`src/rtl/core/dhoat_ram.sv`:
```
`timescale 1ns / 1ps
// ----------------------------------------------------------------------------
// dhoat_ram: generic single port ram
// One address per cycle, an optional write and a read of the old data, registered read data.
// ----------------------------------------------------------------------------
module dhoat_ram #(
	parameter int Width = 8,
	parameter int Depth = 16
) (
	input  logic                     clk,
	input  logic                     we,
	input  logic [$clog2(Depth)-1:0] addr,
	input  logic [Width-1:0]         wdata,
	output logic [Width-1:0]         rdata
);
	logic [Width-1:0] mem_q [Depth];

	always_ff @(posedge clk) begin
		if (we) mem_q[addr] <= wdata;
		rdata <= mem_q[addr];
	end
endmodule

```
`config.mk`:
```
export PLATFORM = sky130hd
export DESIGN_NAME = dhoat_ram
export DESIGN_NICKNAME = d
export VERILOG_FILES = /design/src/rtl/core/dhoat_ram.sv
export SDC_FILE = /design/constraint.sdc
export NUM_CORES = 1
export LEC_CHECK = 0
export BUFFER_PORTS_ARGS = -buffer_cell sky130_fd_sc_hd__buf_2
export CORE_MARGIN = 2
export CORE_UTILIZATION = 47
export CTS_BUF_LIST = sky130_fd_sc_hd__clkbuf_8 sky130_fd_sc_hd__clkbuf_16
export CTS_CLUSTER_DIAMETER = 30
export DETAILED_ROUTE_END_ITERATION = 16
export GPL_TIMING_DRIVEN = 0
export PLACE_DENSITY = 0.66
export SLEW_MARGIN = 20
export SYNTH_ARGS = -nofsm -noshare
export SYNTH_HDL_FRONTEND = slang
export SYNTH_SLANG_ARGS = --single-unit
```
`constraint.sdc`:
```
create_clock -name clk -period 1.6 [get_ports clk]
set_input_delay 0.16 -clock clk [delete_from_list [all_inputs] [get_ports clk]]
set_output_delay 0.16 -clock clk [all_outputs]
set_load 0.005 [all_outputs]
```
Word level (Yosys, flattened, before mapping) --
Memory sizes are Yosys's and may differ from the RTL's. A register that Yosys moved wholly into a read port is not among the register bits. Cells that the tools add are included.
Operators by class: equal/unequal tests 0, multipliers 0, bitwise operators 0, add/subtract/negate cells 0, div/mod/pow operators 0, multiplexer cells 2, order comparisons 0, shift-type cells 0, reductions and logical operators 0
Operators with widths (number):
- two-way mux 1 bit | 2
Storage, ports and cells: bits of input ports 14, output and inout bits 8, register bits 0, word-level logic and storage cells 3, bits in latches 0, memories kept 1, bits in read-only memories 0, RAM bits 128
Memory list:
- mem_q | depth 16, width 8, read ports 1, clocked after memory_dff 1, wr ports 1, RTL line 16 | logic [Width-1:0] mem_q [Depth];

Longest topological paths before layout --
Gate-level depths: netlist of run 1.
depth in word-level cells 2, mapped depth 5, mapped depth without buffers 3

Worst setup path after synthesis of run 1 --
OpenSTA, ideal clock, no wires.
path kind input-to-reg, start input addr[2], end memory mem_q[0][0] (enable), stages on the path 2, arrival time 1270 ps, path buffers 0, slack -53 ps, setup time 383 ps, data required time 1217 ps, path through or3b_2 nor3_1
RTL lines:
- start, declared | RTL line 12 | input logic [$clog2(Depth)-1:0] addr,
- end, declared | RTL line 16
Straight into the memory's write port.

Worst setup path after layout of run 1 --
start input addr[1], end memory mem_q[10][5] (enable)
Straight into the memory's write port.

==> results.md, run 1 <==
* Outcome: completed
* Fin area at 5930 µm²
* Unrepaired setup endpoints after global routing: false
* Syn Area/Cell at 22.0 µm²
* Clock power share at 0.441
* CP max FO at 10
* CTS tree: done
* Top cells by instance count after synthesis: edfxtp_1 (128), mux4_2 (32), a22oi_1 (16)
* Final Hold Fails at 0
* WS Path Type: in -> reg
* Power Total at 7830 µW
* Arrival time at the worst endpoint at 1590 ps
* Share of cells above drive strength 1 at 0.331
* Post-route ant nets at 0
* Die height at 108 µm
* TritonCTS Buffers at 17
* Vias post-DR at 2,353
* Post-CTS setup buffers at 0
* PwrDens at 1320 nW/µm²
* Delay-heaviest family, CP: simple AND/OR/NAND/NOR gates
* Fmax at 0.689 GHz
* Worst rel slew slack at 0.449
* Synth Warn # at 0
* Fill count at 784
* Final min period at 1450 ps
* Dominant cells by area after synthesis: edfxtp_1 (76%), mux4_2 (14%), dfxtp_1 (3.2%)
* Initial drt markers at 147
* Power Internal at 6290 µW
* Boundary pin count at 22
* Storage cell area at 4000 µm²
* Area after DPL at 5350 µm²
* Initial antenna violation count at 0
* Actual slew at the worst max-slew pin at 824 ps
* Net switching power at 1540 µW
* Leak at 0.00194 µW
* Sequential area share after synthesis at 0.790
* Clk slew on worst S/H paths at 60 ps
* DRC viols at 0
* Hold WC Path Type: in -> reg
* Critical-path top delay cell: nor2_1
* Hpwl dp at 5.99 mm
* Final setup viols at 0
* Num rows at 37
* Die footprint at 11,600 µm²
* Port buffer count at 19
* Number of distinct library cells after synthesis at 18
* Most used flip-flop cell after synthesis: edfxtp_1
* Post-CTS Hold Buffers at 0
* All-Layer GR Usage at 0.181
* Register bit total from synthesis at 136
* Final Net Count at 282
* Gr ovfl total at 0
* Final clock skew at 6.55 ps
* Core Box Area at 10,400 µm²
* Area growth, synth to finish at 17.0%
* Vias per Instance at 5.64
* Comb pwr share at 0.048
* CP Capture Type: flop
* Die Wd at 108 µm
* Total Routed Length at 9.37 mm
* Pin count of the biggest net entering global routing at 17
* Number of synthesized flops with an enable pin at 128
* CP bufs+invs at 2
* Most frequent cell after synthesis: edfxtp_1
* Wire per inst at 22.5 µm
* Netlist Area Pre-Place at 5070 µm²
* CP peak stage delay at 660 ps
* Worst Path Required at 1740 ps
* Mapped Cells at 230
* Part of the power in registers at 0.511
* Yosys top cell area share at 0.759
* Routability Congestion at 0.764
* Number of global-route vias before repair at 2,363
* FFs w/ async S/R, synth at 0
* DRT Pass-1 Iters at 4
* Clk_lat worst skew at 510 ps
* Crit share post-route at 0.908
* Maximum clock path buffer count at 2
* Sw Share at 0.197
* CP Launch Type: input pin
* Final Slew Violations at 0
* N_diodes at 0
* Htree depth at 4
* Root buffer cell: clkbuf_8
* Synth area leader: edfxtp_1
* Global-route wire length before repair at 14.3 mm
* Number of max-cap violations at 0
* CTS Sinks at 136
* Max VDD drop at 562 µV
* Synth Net Count at 244
* Worst path cell trace: buf_2 -> clkbuf_2 -> nand2b_1 -> nor2_1
* Multi-input gate area at 1050 µm²
* Starting Density at 0.486
-- power groups by stage --
stage	Clock, µW	Sequential (µW)	Combinational, µW
floorplan	0	4080	206
global placement	0	4070	366
detailed placement	0	4080	374
CTS	3490	4010	376
global route	3650	4010	407
finish	3460	4000	374
-- area by class of cell --
type / instances / area share
well taps: 136 / 0.0287
plain buffers: 11 / 0.0103
flip-flops and latches: 136 / 0.675
repair buffers: 19 / 0.0160
multi-input cells: 83 / 0.178
clock buffers: 24 / 0.0861
clock inverters: 8 / 0.00570
-- stage by stage --
| step | instances | utilization | setup slack, ps | TNS, ps | hold WS (ps) |
|---|---|---|---|---|---|
| 6_report | 417 | 0.569 | 148 | 0 | 43.8 |
| 5_1_grt | 417 | 0.569 | 42.8 | 0 | 39.9 |
| 4_1_cts | 417 | 0.567 | -90.6 | -2460 | 26.3 |
| 3_5_place_dp | 385 | 0.514 | -694 | -60570 | 543 |
| 3_3_place_gp | 385 | 0.512 | -579 | -63530 | 536 |
| 2_1_floorplan | 230 | - | 1.89 | 0 | 259 |
-- worst paths after layout --
kind | startpoint | endpoint | slack, ps | depth (start not counted)
max | addr[1] | mem_q[10][5] | 150 | 4
min | wdata[5] | mem_q[4][5] | 40 | 1
max reg2reg | mem_q[11][4] | rdata[4] | 200 | 3
min reg2reg | mem_q[8][5] | rdata[5] | 690 | 3
-- cells in the final DEF (no fill, tap or decap) --
master | Yosys | final
a22oi_1 | 16 | 16
and2_1 | 1 | 1
buf_1 | 4 | 3
buf_2 | 2 | 21
buf_6 | 2 | 2
clkbuf_1 | 2 | 2
clkbuf_16 | 0 | 16
clkbuf_2 | 1 | 2
clkbuf_8 | 0 | 8
clkinv_2 | 0 | 3
dfxtp_1 | 8 | 8
edfxtp_1 | 128 | 128
inv_1 | 0 | 5
mux4_2 | 32 | 32
nand2_1 | 9 | 9
nand2b_1 | 2 | 2
nand3_1 | 1 | 1
nand3b_1 | 2 | 2
nor2_1 | 13 | 9
nor2_4 | 0 | 4
nor2b_1 | 2 | 2
nor3_2 | 0 | 4
or3b_2 | 1 | 1
-- routing by layer --
layer	global-route usage	routed length [µm]	vias up
li1	-	-	1037
met1	0.255	4150	1245
met2	0.274	4670	58
met3	0.0442	412	13
met4	0.0714	133	0
met5	0	0	-
-- state kept, by name, indices dropped and copies added, names as in the netlist --
signal / cells
mem_q: 128
rdata: 8
-- cell families after synthesis --
group           after synthesis  share of synthesized area
simple gates                 35                     0.0321
buf+inv                      11                     0.0119
flops                       136                      0.790
mux                          32                      0.142
compound gates               16                     0.0237
-- repair_timing --
item / 4_1_cts / 5_1_grt
gates resized for setup: 4 / 5
pin swaps: 0 / 0
endpoints found under the setup margin: 64 / 61
hold endpoints to repair: 0 / 0
Power figures use the tool's default switching activity.
==> inputs of run 2 (changes only) <==
Settings changed: PLACE_DENSITY 0.66 to 0.75, SKIP_LAST_GASP set to 1, TNS_END_PERCENT set to 100.
==> run 2 against run 1 <==
Compared with the run above: clock power is essentially flat; combinational power about the same; clock skew increased by 3.6 ps; final cell count unchanged; non-clock buffer count did not move; hold slack gained 2.1 ps; critical path type unchanged; maximum frequency increased by 0.97%; wire length rose by 0.96%; cell area fell by 0.36%.
==> results.md, run 2 (same netlist as run 1, synthesis figures left out) <==
* Hpwl dp at 5.99 mm
* All-Layer GR Usage at 0.180
* Htree depth at 4
* Final Net Count at 282
* Most common cell after layout, fill and taps aside: edfxtp_1
* CTS Sinks at 136
* WS Path Type: in -> reg
* Max reg flops at 128
* Vias per Instance at 5.63
* CP max FO at 10
* Share of cells above drive strength 1 at 0.338
* Leak at 0.00192 µW
* Root buffer cell: clkbuf_8
* Final Hold Fails at 0
* Regs by FF count: mem_q (128), rdata (8)
* DP Cell Count at 385
* Top reg by flops: mem_q
* Vias post-DR at 2,346
* Fmax at 0.695 GHz
* Port buffer count at 19
* Clk slew on worst S/H paths at 60 ps
* Routability Congestion at 0.746
* Hold WC Path Type: in -> reg
* Total Routed Length at 9.46 mm
* Initial drt markers at 183
* Gr ovfl total at 0
* Final setup viols at 0
* DRC viols at 0
* Final hold slack at 45.9 ps
* DRT Pass-1 Iters at 4
* Power Total at 7810 µW
* Wire per inst at 22.7 µm
* Die Wd at 108 µm
* Arrival time at the worst endpoint at 1580 ps
* Pin count of the biggest net entering global routing at 17
* Storage cell area at 4000 µm²
* Fill count at 721
* Number of max-cap violations at 0
* Outcome: completed
* Final non-filler cell total at 417
* Area growth, synth to finish at 16.6%
* Actual slew at the worst max-slew pin at 807 ps
* Clk_lat worst skew at 520 ps
* CP Launch Type: input pin
* Number of global-route vias before repair at 2,413
* Crit share post-route at 0.899
* Most frequent cells in the layout: edfxtp_1 (128), mux4_2 (32), buf_2 (21), a22oi_1 (16), clkbuf_16 (16)
* Die height at 108 µm
* Maximum clock path buffer count at 2
* Die footprint at 11,600 µm²
* Post-route ant nets at 0
* Worst Path Required at 1740 ps
* CTS tree: done
* Pre-CTS worst setup slack at -637 ps
* Global-route wire length before repair at 14.4 mm
* Starting Density at 0.486
* Reg2Reg Setup Slack at 250 ps
* Initial antenna violation count at 0
* Final min period at 1440 ps
* CP Capture Type: flop
* N_diodes at 0
* Post-route setup slack at 162 ps
* Multi-input gate area at 1040 µm²
* Worst rel slew slack at 0.460
* PwrDens at 1320 nW/µm²
* Boundary pin count at 22
* Final clock skew at 10.1 ps
* Core Box Area at 10,400 µm²
* Final Slew Violations at 0
* Max VDD drop at 789 µV
* Num rows at 37
* Post-CTS Hold Buffers at 0
* TritonCTS Buffers at 17
* Unrepaired setup endpoints after global routing: false
## run 2: cell count changes in the layout (fill, tap and decap cells not counted), moves of 2 or more
cell and change:
clkinvlp_4 +3, nor2_4 -4, clkbuf_8 -6, clkinv_4 +3, nor2_2 +5, inv_1 -2
## run 2: per-stage QoR
stage / setup TNS (ps) / area (µm²) / utilization
4_1_cts: -5460 / 5890 / 0.566
5_1_grt: 0 / 5910 / 0.567
2_1_floorplan: 0 / 5070 / -
6_report: 0 / 5910 / 0.567
3_3_place_gp: -60550 / 5340 / 0.512
3_5_place_dp: -60310 / 5350 / 0.514
## run 2: worst paths after layout
kind                            cells past startpoint            to    startpoint
worst max-delay path                                4  mem_q[10][0]       addr[1]
worst max register to register                      3      rdata[1]  mem_q[11][1]
worst min register to register                      3      rdata[0]   mem_q[5][0]
worst min-delay path                                1   mem_q[6][2]      wdata[2]
## run 2: timing repair
| action | in CTS | in global routing |
|---|---|---|
| resized for setup | 0 | 6 |
| endpoints found under the setup margin | 64 | 73 |
| setup buffers | 0 | 0 |
| pin swaps | 0 | 0 |
| cloned | 0 | 0 |
## run 2: power by group
group,internal (µW),switching (µW)
registers,3980,21.0
logic,151,222
clock network,2080,1350
## run 2: routing by layer
metal / up-vias / track usage / routed length [µm]
li1: 1041 / - / -
met1: 1223 / 0.245 / 3900
met2: 76 / 0.283 / 4820
met3: 6 / 0.0448 / 655
met4: 0 / 0.0687 / 79
met5: - / 0 / 0
## run 2: area by class of cell
cell class / instances / area share
Buffer: 11 / 0.0104
Tap cell: 136 / 0.0288
Sequential cell: 136 / 0.678
Timing Repair Buffer: 19 / 0.0161
Clock inverter: 14 / 0.0191
Clock buffer: 18 / 0.0724
Multi-Input combinational cell: 83 / 0.175
## run 2: worst max-delay path: stages
cell      delay [ps]
buf_2            260
clkbuf_2         340
nand2b_1         200
nor2_1           610
==> inputs of run 3 (changes only) <==
Settings changed: CORE_MARGIN 2 to not set, CORE_UTILIZATION 47 to 54, PLACE_DENSITY 0.75 to 0.83.
==> run 3 against run 2 <==
Compared with the run above: die area down 16%; critical path depth down 1; final cell count down 6.7%; sequential power about the same; global-route usage up 4.6 points; clock-buffer cell count unchanged; sequential cell count unchanged; non-clock buffer count unchanged; wire length up 2.5%; first-iteration DRC count up 52%.
==> results.md, run 3 (same netlist as run 1, synthesis figures left out) <==
* Outcome: completed
* Max reg flops at 128
* Crit share post-route at 0.948
* Initial drt markers at 279
* Initial antenna violation count at 0
* Vias per Instance at 6.22
* Delay-heaviest family, CP: simple AND/OR/NAND/NOR gates
* Fmax at 0.659 GHz
* N_diodes at 0
* Clk slew on worst S/H paths at 60 ps
* Top reg by flops: mem_q
* Hold_sp: wdata[1]
* Actual slew at the worst max-slew pin at 758 ps
* Htree depth at 4
* CTS tree: done
* Core Box Area at 8890 µm²
* Core Util, Final at 0.665
* Maximum clock path buffer count at 2
* Root buffer cell: clkbuf_8
* CP Launch Type: input pin
* All-Layer GR Usage at 0.226
* Pin count of the biggest net entering global routing at 17
* Most common cell after layout, fill and taps aside: edfxtp_1
* TritonCTS Buffers at 17
* Unrepaired setup endpoints after global routing: false
* Hold path depth at 1
* Worst reg2reg path endpoint: rdata[5]
* Worst rel slew slack at 0.492
* Reg2Reg Setup Slack at 140 ps
* Die height at 98.9 µm
* Starting Density at 0.570
* CP Launch Point: addr[0]
* Final Net Count at 282
* CP max FO at 10
* Number of global-route vias before repair at 2,518
* DP Cell Count at 357
* CP Capture Type: flop
* Vias post-DR at 2,420
* Leak at 0.00195 µW
* Hpwl dp at 5.81 mm
* Die footprint at 9780 µm²
* Total Routed Length at 9.69 mm
* Final min period at 1520 ps
* Final Slew Violations at 0
* CP bufs+invs at 1
* Arrival time at the worst endpoint at 1650 ps
* Final Hold Fails at 0
* Final non-filler cell total at 389
* Worst reg2reg startpoint: mem_q[11][5]
* Clk_lat worst skew at 510 ps
* Post-CTS setup buffers at 0
* Die Wd at 98.9 µm
* Area growth, synth to finish at 16.7%
* Num rows at 34
* Global-route wire length before repair at 15.1 mm
* WS Path Type: in -> reg
* Hold WC Path Type: in -> reg
* Final setup viols at 0
* Worst path cell trace: buf_1 -> nand2b_1 -> nor2_1
* Post-route ant nets at 0
* Wire per inst at 24.9 µm
* Critical-path top delay cell: nor2_1
* Final hold slack at 43.3 ps
* Gr ovfl total at 0
* Hold Path End: mem_q[8][1]
* Port buffer count at 19
* Max VDD drop at 769 µV
* Worst Path Required at 1730 ps
* Boundary pin count at 22
* DRC viols at 0
* Number of max-cap violations at 0
* DRT Pass-1 Iters at 5
* CP peak stage delay at 650 ps
* CTS Sinks at 136
* PwrDens at 1370 nW/µm²
* Most frequent cells in the layout: edfxtp_1 (128), mux4_2 (32), buf_2 (21), a22oi_1 (16), clkbuf_16 (16)
* Worst r2r path cells at 3
* Routability Congestion at 0.755
* Final clock skew at 13.1 ps
* Regs by FF count: mem_q (128), rdata (8)
* Share of cells above drive strength 1 at 0.352
-- run 3: cell types whose count changed in the layout (fill, tap and decap cells not counted), sizes merged --
cell	change
clkinvlp	-3
bufinv	+2
clkinv	+1
-- run 3: worst register-to-register path, stage by stage, from the launching register on --
cell	delay [ps]
edfxtp_1	390
mux4_2	500
a22oi_1	360
nand2_1	80
-- run 3: cell type report --
class                   count  area [µm²]
clock inverters            14         143
clock buffers              18         428
plain buffers              11        61.3
fillers                   542        2980
flip-flops and latches    136        4000
repair buffers             19        95.1
well taps                 108         135
multi-input cells          83        1050
-- run 3: worst max-delay path by stage --
stage	end	depth (start not counted)	slack (ps)
finish	mem_q[5][0]	3	80
global route	mem_q[13][0]	3	4
CTS	mem_q[11][0]	4	-140
detailed placement	mem_q[2][3]	4	-630
global placement	mem_q[8][4]	3	-590
floorplan	mem_q[12][0]	3	2
-- run 3: what timing repair did --
action,in CTS,in global routing
hold buffers,0,0
pin swaps,0,0
endpoints found under the setup margin,64,86
gates resized for setup,4,7
cloned,0,0
-- run 3: per-layer routing --
layer  GRT usage  part of all wire
met5           0                 0
met4       0.127             0.033
met3      0.0603             0.066
met2       0.347              0.49
met1       0.297              0.41
-- run 3: report_power, final --
part | total [µW] | switching, µW | leakage, µW | internal [µW]
clock | 3700 | 1330 | 0.000300 | 2370
sequential | 4010 | 21.0 | 0.00122 | 3990
combinational | 380 | 228 | 0.000423 | 152
total | 8090 | 1580 | 0.00195 | 6510
-- run 3: stage by stage --
step           worst slack [ps]  instance area [µm²]  power, µW  TNS [ps]
4_1_cts                    -141                 5890       8110     -3980
2_1_floorplan              1.89                 5070       4280         0
6_report                   83.3                 5910       8090         0
3_3_place_gp               -593                 5300       4430    -55910
5_1_grt                    4.10                 5910       8280         0
3_5_place_dp               -625                 5310       4450    -59330
